===== config.mk =====
export PLATFORM = sky130hd
export DESIGN_NAME = ilm_list_state
export DESIGN_NICKNAME = d
export VERILOG_FILES = /design/src/hw/rtl/ilm_pkg.sv /design/src/hw/rtl/ilm_list_state.sv
export SDC_FILE = /design/constraint.sdc
export NUM_CORES = 1
export LEC_CHECK = 0
export ABC_CLOCK_PERIOD_IN_PS = 6600
export BUFFER_PORTS_ARGS = -buffer_cell sky130_fd_sc_hd__buf_2
export CELL_PAD_IN_SITES_DETAIL_PLACEMENT = 1
export CELL_PAD_IN_SITES_GLOBAL_PLACEMENT = 1
export CORE_UTILIZATION = 42
export DETAILED_ROUTE_END_ITERATION = 10
export PLACE_DENSITY = 0.95
export SYNTH_ARGS = -nofsm -noshare
export SYNTH_HDL_FRONTEND = slang
export SYNTH_SLANG_ARGS = --single-unit

===== constraint.sdc =====
create_clock -name clk -period 6.6 [get_ports clk]
set_clock_uncertainty 0.2 [all_clocks]
set_input_delay 0.99 -clock clk [delete_from_list [all_inputs] [get_ports clk]]
set_output_delay 0.99 -clock clk [all_outputs]
set_load 0.005 [all_outputs]

===== src/hw/rtl/ilm_pkg.sv =====
// Package for the indexed linked list manager: types, request codes and sizes.
// No dependencies; every other file of the block imports it.
package ilm_pkg;

  localparam int CAPACITY  = 256;
  localparam int ENTRY_W   = 8;
  localparam int COUNT_W   = 9;
  localparam int MEM_DEPTH = 2 ** ENTRY_W;

  typedef logic [ENTRY_W-1:0] entry_t;
  typedef logic [COUNT_W-1:0] count_t;

  localparam count_t LIST_LIMIT = count_t'((CAPACITY < 256) ? CAPACITY : 256);
  localparam count_t COUNT_ONE  = count_t'(1);

  typedef enum logic [1:0] {
    REQ_APPEND  = 2'd0,
    REQ_REMOVE  = 2'd1,
    REQ_RESTART = 2'd2,
    REQ_FETCH   = 2'd3
  } req_t;

  // Write side of the two link stores: one data write to each store and one
  // zero write to the next store per transfer; the zero write wins on a clash.
  typedef struct packed {
    logic   next_en;
    entry_t next_addr;
    entry_t next_data;
    logic   clr_en;
    entry_t clr_addr;
    logic   prev_en;
    entry_t prev_addr;
    entry_t prev_data;
  } link_wr_t;

  // Registered read data of both link stores at one entry.
  typedef struct packed {
    entry_t next_link;
    entry_t prev_link;
  } link_rd_t;

  typedef struct packed {
    entry_t walk_entry;
    logic   walk_done;
    count_t member_count;
  } rsp_t;

  function automatic logic entry_ok(entry_t e);
    return int'(e) < CAPACITY;
  endfunction

endpackage


===== src/hw/rtl/ilm_list_state.sv =====
// Request register plus head, tail, count and walk cursor; computes the list
// update and the result for the held request. Depends on ilm_pkg.
module ilm_list_state (
  input  logic              clk,
  input  logic              rst,
  input  logic              accept,
  input  ilm_pkg::req_t     req_type,
  input  ilm_pkg::entry_t   entry,
  input  ilm_pkg::link_rd_t rd,
  input  logic              advance,
  output logic              s1_valid,
  output ilm_pkg::entry_t   cursor_next,
  output ilm_pkg::link_wr_t wr,
  output ilm_pkg::rsp_t     result
);
  import ilm_pkg::*;

  req_t     s1_req;
  entry_t   s1_entry;
  entry_t   head, head_next;
  entry_t   tail, tail_next;
  count_t   count, count_next;
  entry_t   cursor;
  logic     ended, ended_next;
  link_wr_t wr_calc;

  always_comb begin
    head_next   = head;
    tail_next   = tail;
    count_next  = count;
    cursor_next = cursor;
    ended_next  = ended;
    wr_calc     = '0;
    result.walk_entry = '0;
    result.walk_done  = 1'b0;
    if (s1_valid) begin
      case (s1_req)
        REQ_APPEND: begin
          if (entry_ok(s1_entry) && count < LIST_LIMIT) begin
            // the new tail ends the chain; its back link is the old tail or zero
            wr_calc.clr_en    = 1'b1;
            wr_calc.clr_addr  = s1_entry;
            wr_calc.prev_en   = 1'b1;
            wr_calc.prev_addr = s1_entry;
            if (count == '0) begin
              head_next = s1_entry;
            end else begin
              wr_calc.next_en   = 1'b1;
              wr_calc.next_addr = tail;
              wr_calc.next_data = s1_entry;
              wr_calc.prev_data = tail;
            end
            tail_next  = s1_entry;
            count_next = count + COUNT_ONE;
          end
        end
        REQ_REMOVE: begin
          if (entry_ok(s1_entry) && count != '0) begin
            if (count == COUNT_ONE) begin
              head_next = '0;
              tail_next = '0;
            end else if (s1_entry == head) begin
              head_next = rd.next_link;
            end else if (s1_entry == tail) begin
              tail_next        = rd.prev_link;
              wr_calc.clr_en   = 1'b1;
              wr_calc.clr_addr = rd.prev_link;
            end else begin
              // unlink from the middle: bridge the two neighbors
              wr_calc.next_en   = 1'b1;
              wr_calc.next_addr = rd.prev_link;
              wr_calc.next_data = rd.next_link;
              wr_calc.prev_en   = 1'b1;
              wr_calc.prev_addr = rd.next_link;
              wr_calc.prev_data = rd.prev_link;
            end
            count_next = count - COUNT_ONE;
          end
        end
        REQ_RESTART: begin
          cursor_next = head;
          ended_next  = (count == '0);
        end
        REQ_FETCH: begin
          if (ended || count == '0) begin
            ended_next       = 1'b1;
            result.walk_done = 1'b1;
          end else begin
            result.walk_entry = cursor;
            if (cursor == tail) begin
              ended_next = 1'b1;
            end else begin
              cursor_next = rd.next_link;
            end
          end
        end
        default: begin
        end
      endcase
    end
    result.member_count = count_next;
  end

  always_comb begin
    wr         = wr_calc;
    wr.next_en = wr_calc.next_en & advance;
    wr.clr_en  = wr_calc.clr_en & advance;
    wr.prev_en = wr_calc.prev_en & advance;
  end

  always_ff @(posedge clk) begin
    if (rst) begin
      s1_valid <= 1'b0;
      head     <= '0;
      tail     <= '0;
      count    <= '0;
      cursor   <= '0;
      ended    <= 1'b1;
    end else begin
      if (accept) begin
        s1_valid <= 1'b1;
      end else if (advance) begin
        s1_valid <= 1'b0;
      end
      if (advance) begin
        head   <= head_next;
        tail   <= tail_next;
        count  <= count_next;
        cursor <= cursor_next;
        ended  <= ended_next;
      end
    end
  end

  always_ff @(posedge clk) begin
    if (accept) begin
      s1_req   <= req_type;
      s1_entry <= entry;
    end
  end

endmodule


* Yosys cells after proc, flatten, opt, wreduce, memory -nomap -nowiden
Cells that the tools add are included.
** Storage, ports and cells
- Register bits after elaboration :: 45
- Word-level logic and storage cells :: 78
** Cells by class
- Add/subtract/negate cells :: 2
- Order comparisons :: 1
- Equal/unequal tests :: 14
- Multiplexer cells :: 40
- Bitwise logic cells :: 3
- Reduce and logical (&&, ||, !) cells :: 10
** Operators with widths (number)
- $mux 43 :: 5
- $mux 8 :: 15
- $pmux 43 s2 :: 1
- $mux 9 :: 6
- $mux 17 :: 3
- $pmux 8 s2 :: 3
- $eq 8x8->1 :: 3
- $pmux 9 s2 :: 1
- $reduce_and 7->1 :: 2
- $ne 3x3->1 const B :: 4
- $add 9x1->9 const B :: 1
- $eq 9x1->1 const B :: 1
- $logic_not 9->1 :: 1
- $lt 9x9->1 const B :: 1
- $reduce_bool 9->1 :: 1
- $sub 9x1->9 const B :: 1
- $ne 2x2->1 const B :: 3
- $reduce_bool 2->1 :: 3
- $mux 1 :: 5
- $eq 2x2->1 const B :: 2
- $reduce_and 4->1 :: 1
- $and 1x1->1 :: 3
- $eq 2x1->1 const B :: 1
- $logic_not 2->1 :: 1
- 2 further kinds :: 2

* Logic depth before layout (Yosys ltp)
Gate-level depths: netlist of the first run.
- Depth after elaboration :: 8
- Depth in mapped cells :: 10
- Gate-level depth less buffers :: 8

* Worst setup path after synthesis of the first run
No wires, ideal clock.
- Path type :: reg2out
- From :: register count[1]
- To :: output wr[34] in the netlist's numbering
- Data arrival time :: 2.207 ns
- Required time :: 5.410 ns
- Path slack :: 3.203 ns
- Cell stages (with the launch flop) :: 11
- Buffers on the path :: 2
- Cell sequence :: dfxtp_1 > inv_1 > ha_1 > nor2b_1 > a31oi_4 > o21ai_1 > or3_1 > nor2_4 > buf_4 > a22o_1 > buf_4
** RTL lines
- start: declaration :: line ilm_list_state.sv:22 : count_t count, count_next;
- start signal: assignment :: line ilm_list_state.sv:128 : count <= count_next;
- end: declaration :: line ilm_list_state.sv:13 : output ilm_pkg::link_wr_t wr,

==> results.py, run 1 <==
metrics = {
    "drt": {
        "route.detailed.vias_per_inst": 6.17,
        "drc": 0,
        "drt_iter0_markers": 227,
        "antenna_violating_nets_post_route": 0,
        "drt_pre_antenna_iters": 5,
        "detailroute.via_count": 3700,
        "drt-wirelength-per-cell_um": 19.9,
        "routed_wirelength_mm": 11.9,
    },
    "yosys": {
        "synthSimpleGateAreaFrac": 0.221,
        "yosys_most_used_dff": "sky130_fd_sc_hd__dfxtp_1",
        "synth-seq-area-share": 0.282,
        "synth_mux_area_frac": 0.0565,
        "synth-adder-area-share": 0.0141,
        "synth_enable_flop_cells": 10,
        "number_of_instances_in_the_synthesized_netlist": 431,
        "syn_avg_cell_area_um2": 8.22,
        "synth_nets": 465,
        "yosysWarningCount": 0,
        "synth.distinct_cells": 67,
        "fraction_of_the_mapped_netlist_area_in_compound_gates": 0.274,
        "ys_ff_latch": 45,
        "area_of_the_mapped_netlist_um2": 3540,
        "ffs_w_async_s_r_synth": 0,
        "synth_xor_area_frac": 0.0692,
        "synth_top_family_by_area": "compound AO/OA/AOI/OAI gates",
    },
    "global_route": {
        "grt_pass1_vias": 3656,
        "number_of_antenna_violations_at_the_first_check_in_global_routing": 0,
        "grt_util_all_layers": 0.274,
        "maximum_number_of_pins_on_one_net_before_global_route_repair": 37,
        "grt_pass1_wl_mm": 18.8,
        "gr-total-overflow": 0,
    },
    "timing": {
        "timing_max_transition_violations_final": 0,
        "fmax_mhz": 207,
        "period_needed_ns": 4.84,
        "timing_worst_slew_pin_value_ns": 0.855,
        "maxSlewHeadroom": 0.428,
        "finalSetupViolations": 0,
        "period_share": 0.733,
        "finalHoldViolations": 0,
        "rsz0062_at_grt": "no",
        "final_total_negative_setup_slack_ns": 0,
    },
    "worst_setup_path": {
        "critical_path.startpoint": "s1_req[0]",
        "maximum_fanout_encountered_on_the_critical_timing_path": 25,
        "crit_path_cell_trace": "nand2b_1 -> a31oi_4 -> o21ai_1 -> or3_1 -> nor2_4 -> a22o_1 -> buf_2",
        "worst_setup_path_end_kind": "output pin",
        "crit_path_kind": "flop to output pin",
        "arrival_time_of_data_at_the_critical_path_endpoint_ns": 3.65,
        "required_time_worst_endpoint_ns": 5.41,
        "slowest_delay_ns": 0.91,
        "worst_r2r_startpoint": "count[2]",
        "timing.critical_path.slowest_stage_cell": "sky130_fd_sc_hd__edfxtp_1",
        "start_kind": "flop",
    },
    "clocking": {
        "cts_resized": 0,
        "clock_latency_ns": 0.31,
        "tritoncts.num_buffers": 5,
        "deepest_clock_path_buffer_count": 2,
        "clock_sink_count": 45,
        "htree_levels": 2,
        "clk_root_buffer_cell": "sky130_fd_sc_hd__clkbuf_8",
        "clock_slew_at_reported_path_ffs_ns": 0.09,
        "cts-hold-fix-buffers": 0,
        "clock_tree_from_tritoncts": "built",
        "post-cts-setup-buffers": 0,
    },
    "floorplanning": {
        "initial_util": 0.434,
        "fp.dieArea_um2": 8810,
        "io-pin-count": 100,
        "die_h_um": 93.9,
        "die_extent_in_x_um": 93.9,
        "coreArea_um2": 8180,
        "placementRows": 33,
    },
    "power": {
        "cell_leakage_power_uw": 0.00166,
        "powerDensity_nw_per_um2": 153,
        "vdd_drop_max_v": 0.000103,
    },
    "outcome": {
        "outcome": "complete, no violations",
    },
    "min_path": {
        "hold_path_startpoint": "head[3]",
        "holdCritPathClass": "flop to flop",
    },
    "placement": {
        "dp_hpwl_mm": 9.03,
        "dpl-instance-area_um2": 3950,
        "io_buffers": 99,
        "finalWeightedCongestion": 0.960,
    },
    "final_layout": {
        "drive_gt1_frac": 0.265,
        "layout_overhead_on_the_synthesized_area_pct": 14.1,
        "nNetsFinal": 528,
        "design_area_um2": 4040,
        "fin_util": 0.495,
        "diodes_inserted": 0,
    },
    "run": {
        "cap_viol_max_count": 0,
    },
}
==> path summary, 6_finish.rpt <==
| kind | to | slack (ns) | depth (start not counted) |
|---|---|---|---|
| setup / recovery | wr[35] | 1.76 | 7 |
| hold / removal | head[3] | 0.37 | 2 |
| setup reg to reg | head[7] | 3.54 | 6 |
| hold reg to reg | head[3] | 0.37 | 2 |
==> cell usage after synthesis (all sizes together), types with 7 or more instances <==
cell	count	area, um^2
nor3	14	86.3
nand2	37	139
buf	22	148
nor2	49	196
a311oi	8	82.6
o21ai	15	78.8
a21oi	24	131
clkbuf	22	83.8
mux2i	11	110
xor2	10	87.6
xnor2	18	158
mux2	8	90.1
a222oi	7	70.1
a22o	32	280
edfxtp	10	300
inv	16	60.1
dfxtp	35	701
and2	12	75.1
a22oi	8	60.1
==> power by group <==
part / switching, uW / internal [uW]
Sequential: 23.9 / 291
Combinational: 75.0 / 45.7
Clock: 100 / 85.1
==> cell families (layout without fill, tap and decap cells) <==
family | count (synthesis) | count (layout)
compound gates | 122 | 122
xor+xnor | 28 | 28
fa+ha+maj | 4 | 4
buf+inv | 60 | 124
flops | 45 | 45
mux | 19 | 19
simple gates | 153 | 153
==> worst max-delay path: cells and delay by family, from the launching register on <==
family          cells  cell delay (ns)
simple gates        3             1.39
compound gates      3             0.92
flops               1             0.91
buf+inv             1             0.13
==> placed cells by master, fill, tap and decap left out, types with 4 or more instances in the layout <==
cell,netlist,routed
sky130_fd_sc_hd__nand4_1,5,5
sky130_fd_sc_hd__nor2b_1,6,6
sky130_fd_sc_hd__a222oi_1,7,7
sky130_fd_sc_hd__a41oi_1,4,4
sky130_fd_sc_hd__clkbuf_8,0,6
sky130_fd_sc_hd__nand3_1,5,5
sky130_fd_sc_hd__nand2b_1,5,5
sky130_fd_sc_hd__inv_1,16,16
sky130_fd_sc_hd__nor4_1,5,5
sky130_fd_sc_hd__nor2_1,46,46
sky130_fd_sc_hd__buf_2,7,99
sky130_fd_sc_hd__a21oi_1,23,23
sky130_fd_sc_hd__and2_1,12,12
sky130_fd_sc_hd__edfxtp_1,10,10
sky130_fd_sc_hd__ha_1,4,4
sky130_fd_sc_hd__dfxtp_1,35,35
sky130_fd_sc_hd__mux2i_1,11,11
sky130_fd_sc_hd__a22o_1,32,32
sky130_fd_sc_hd__nand2_1,37,37
sky130_fd_sc_hd__a22oi_1,8,8
sky130_fd_sc_hd__xnor2_1,18,18
sky130_fd_sc_hd__o21ai_0,13,13
sky130_fd_sc_hd__mux2_2,6,6
sky130_fd_sc_hd__a311oi_1,6,6
sky130_fd_sc_hd__or3_1,6,6
sky130_fd_sc_hd__nor3_1,12,12
sky130_fd_sc_hd__xor2_1,10,10
==> area by class of cell <==
class | count | area [um^2]
multi-input cells | 326 | 2250
well taps | 105 | 131
inverters | 16 | 60.1
fillers | 1057 | 4130
clock inverters | 2 | 13.8
repair buffers | 100 | 503
clock buffers | 6 | 82.6
flip-flops and latches | 45 | 1000
==> per-stage QoR <==
step,instances,power (uW),hold WS (ns),setup WS [ns]
floorplan,431,394,0.302,3.20
global placement,592,433,0.342,2.42
detailed placement,592,439,0.359,2.14
CTS,600,624,0.370,1.80
global route,600,650,0.411,1.51
finish,600,621,0.368,1.76
==> per-layer routing <==
metal	track usage	share of wire	vias up
li1	-	-	1703
met1	0.328	0.41	1827
met2	0.484	0.50	141
met3	0.0364	0.052	29
met4	0.121	0.030	0
met5	0	0	-
==> flip-flops by register name (all words and copies together), names as in the netlist <==
| signal | cells |
|---|---|
| s1_entry | 8 |
| s1_valid | 1 |
| count | 9 |
| cursor | 8 |
| s1_req | 2 |
| ended | 1 |
| tail | 8 |
| head | 8 |
(Power assumes the default switching activity.)
==> run 2: changes to the inputs <==
--- a/config.mk
+++ b/config.mk
@@ -5,13 +5,13 @@
 export SDC_FILE = /design/constraint.sdc
 export NUM_CORES = 1
 export LEC_CHECK = 0
-export ABC_CLOCK_PERIOD_IN_PS = 6600
+export ABC_CLOCK_PERIOD_IN_PS = 3890
 export BUFFER_PORTS_ARGS = -buffer_cell sky130_fd_sc_hd__buf_2
 export CELL_PAD_IN_SITES_DETAIL_PLACEMENT = 1
 export CELL_PAD_IN_SITES_GLOBAL_PLACEMENT = 1
-export CORE_UTILIZATION = 42
+export CORE_UTILIZATION = 35
 export DETAILED_ROUTE_END_ITERATION = 10
-export PLACE_DENSITY = 0.95
+export PLACE_DENSITY = 0.88
 export SYNTH_ARGS = -nofsm -noshare
 export SYNTH_HDL_FRONTEND = slang
 export SYNTH_SLANG_ARGS = --single-unit
==> constraint.sdc (replaced) <==
create_clock -name clk -period 3.89 [get_ports clk]
set_clock_uncertainty 0.2 [all_clocks]
set_input_delay 0.5835 -clock clk [delete_from_list [all_inputs] [get_ports clk]]
set_output_delay 0.5835 -clock clk [all_outputs]
set_load 0.005 [all_outputs]
==> results.py, run 2 (synthesized netlist as in run 1, its figures left out) <==
metrics = {
    "final_layout": {
        "largest_reg_flops": 9,
        "design_area_um2": 4200,
        "diodes_inserted": 0,
        "layout_overhead_on_the_synthesized_area_pct": 18.5,
        "largest_register_by_flop_count": "count",
        "drive_gt1_frac": 0.280,
        "nNetsFinal": 537,
        "layout.cells.most_common_list": "sky130_fd_sc_hd__buf_2 (99), sky130_fd_sc_hd__nor2_1 (46), sky130_fd_sc_hd__nand2_1 (37)",
        "layout.cells.most_common": "sky130_fd_sc_hd__buf_2",
    },
    "worst_setup_path": {
        "worst-r2r-cell-count": 6,
        "cp-endpoint": "wr[26]",
        "maximum_fanout_encountered_on_the_critical_timing_path": 24,
        "slowest_delay_ns": 0.47,
        "critical_path.startpoint": "count[0]",
        "timing.critical_path.slowest_stage_cell": "sky130_fd_sc_hd__dfxtp_1",
        "worst_r2r_startpoint": "count[2]",
        "crit_path_cell_trace": "inv_1 -> ha_1 -> and4_1 -> or3_1 -> nor2_4 -> a22o_1 -> buf_2",
        "required_time_worst_endpoint_ns": 3.11,
        "worst-path-buf-inv": 2,
        "cp_top_family": "simple AND/OR/NAND/NOR gates",
        "arrival_time_of_data_at_the_critical_path_endpoint_ns": 2.85,
        "start_kind": "flop",
        "reg2reg_setup_slack_ns": 1.12,
        "r2r_end": "head[1]",
        "crit_path_kind": "flop to output pin",
        "worst-path-stages": 7,
        "worst_setup_path_end_kind": "output pin",
    },
    "drt": {
        "drt_iter0_markers": 171,
        "drc": 0,
        "drt_pre_antenna_iters": 7,
        "antenna_violating_nets_post_route": 0,
        "route.detailed.vias_per_inst": 5.93,
        "drt-wirelength-per-cell_um": 20.0,
        "routed_wirelength_mm": 12.7,
        "detailroute.via_count": 3776,
    },
    "clocking": {
        "clk_root_buffer_cell": "sky130_fd_sc_hd__clkbuf_8",
        "clock_slew_at_reported_path_ffs_ns": 0.10,
        "deepest_clock_path_buffer_count": 2,
        "clock_latency_ns": 0.31,
        "clock_tree_from_tritoncts": "built",
        "tritoncts.num_buffers": 5,
        "clock_sink_count": 45,
        "htree_levels": 2,
        "cts-hold-fix-buffers": 0,
    },
    "power": {
        "powerDensity_nw_per_um2": 286,
        "sw_share": 0.302,
        "vdd_drop_max_v": 0.000128,
        "p_switching_uw": 363,
        "share_comb_of_total_power": 0.192,
        "p_total_uw": 1200,
        "cell_leakage_power_uw": 0.00173,
        "power_share_of_the_sequential_group": 0.436,
        "pwr-share-clk": 0.372,
        "internal_power_uw": 839,
    },
    "timing": {
        "period_share": 0.933,
        "fmax_mhz": 275,
        "timing_worst_slew_pin_value_ns": 0.764,
        "finalSetupViolations": 0,
        "period_needed_ns": 3.63,
        "final_total_negative_setup_slack_ns": 0,
        "rsz0062_at_grt": "no",
        "timing_max_transition_violations_final": 0,
        "finalHoldViolations": 0,
        "setup_slack_ns": 0.260,
        "maxSlewHeadroom": 0.491,
    },
    "run": {
        "cap_viol_max_count": 0,
    },
    "placement": {
        "dpl-instance-area_um2": 4050,
        "dp_worst_setup_slack_ns": 0.485,
        "dp_hpwl_mm": 9.51,
        "io_buffers": 99,
        "finalWeightedCongestion": 0.959,
    },
    "global_route": {
        "maximum_number_of_pins_on_one_net_before_global_route_repair": 37,
        "grt_pass1_vias": 3735,
        "gr-total-overflow": 0,
        "grt_util_all_layers": 0.241,
        "number_of_antenna_violations_at_the_first_check_in_global_routing": 0,
        "grt_pass1_wl_mm": 19.5,
    },
    "floorplanning": {
        "die_extent_in_x_um": 103,
        "die_h_um": 103,
        "fp.dieArea_um2": 10500,
        "io-pin-count": 100,
        "initial_util": 0.363,
        "coreArea_um2": 9770,
        "placementRows": 36,
    },
    "outcome": {
        "outcome": "complete, no violations",
    },
    "min_path": {
        "holdCritPathClass": "input port to flop",
    },
}
-- run 2: changes by cell type in the layout (fill, tap and decap cells not counted), sizes merged --
cell	delta
buf	+9
bufinv	+2
clkbuf	-1
clkinv	-2
inv	+1
-- run 2: what timing repair did --
item                                   CTS  global route
endpoints found under the hold margin    0             0
setup buffers                            0             0
gates resized for setup                  0             2
setup endpoints to repair                0             8
-- run 2: worst min path at each step --
| stage | slack, ns | from | depth (start not counted) | end |
|---|---|---|---|---|
| after detailed placement | 0.36 | cursor[7] | 2 | cursor[7] |
| after CTS | 0.24 | req_type[0] | 1 | s1_req[0] |
| after global routing | 0.23 | req_type[0] | 1 | s1_req[0] |
| after floorplan | 0.30 | ended | 2 | ended |
| after global placement | 0.34 | cursor[7] | 2 | cursor[7] |
| final | 0.24 | req_type[0] | 1 | s1_req[0] |
-- run 2: routing by layer --
metal / part of all wire / global-route usage
met1: 0.41 / 0.289
met5: 0 / 0
met2: 0.51 / 0.430
met4: 0.034 / 0.113
met3: 0.053 / 0.0271
-- run 2: stage by stage --
step | util | cells | hold WS (ns)
after floorplan | - | 431 | 0.302
after global placement | 0.414 | 629 | 0.341
after detailed placement | 0.414 | 629 | 0.355
after CTS | 0.428 | 637 | 0.236
after global routing | 0.430 | 637 | 0.233
final | 0.430 | 637 | 0.237
-- run 2: power groups by stage --
stage | registers (uW) | clock network [uW] | logic (uW)
3_5_place_dp | 534 | 0 | 225
5_1_grt | 525 | 468 | 249
3_3_place_gp | 533 | 0 | 218
2_1_floorplan | 512 | 0 | 157
6_report | 524 | 447 | 231
4_1_cts | 523 | 453 | 228
-- run 2: cell type report --
class	instances	area [um^2]
Sequential cell	45	1000
Fill cell	1209	5580
Tap cell	133	166
Clock inverter	3	68.8
Timing Repair Buffer	109	571
Multi-Input combinational cell	326	2260
Clock buffer	5	68.8
Inverter	16	60.1
-- run 2: worst register-to-register path, stage by stage (launching register included) --
cell                       delay, ns
sky130_fd_sc_hd__dfxtp_1        0.44
sky130_fd_sc_hd__nor3_4         0.54
sky130_fd_sc_hd__and4_1         0.48
sky130_fd_sc_hd__nor2_2         0.08
sky130_fd_sc_hd__nor3b_4        0.58
sky130_fd_sc_hd__nor2_1         0.09
sky130_fd_sc_hd__a311oi_1       0.26
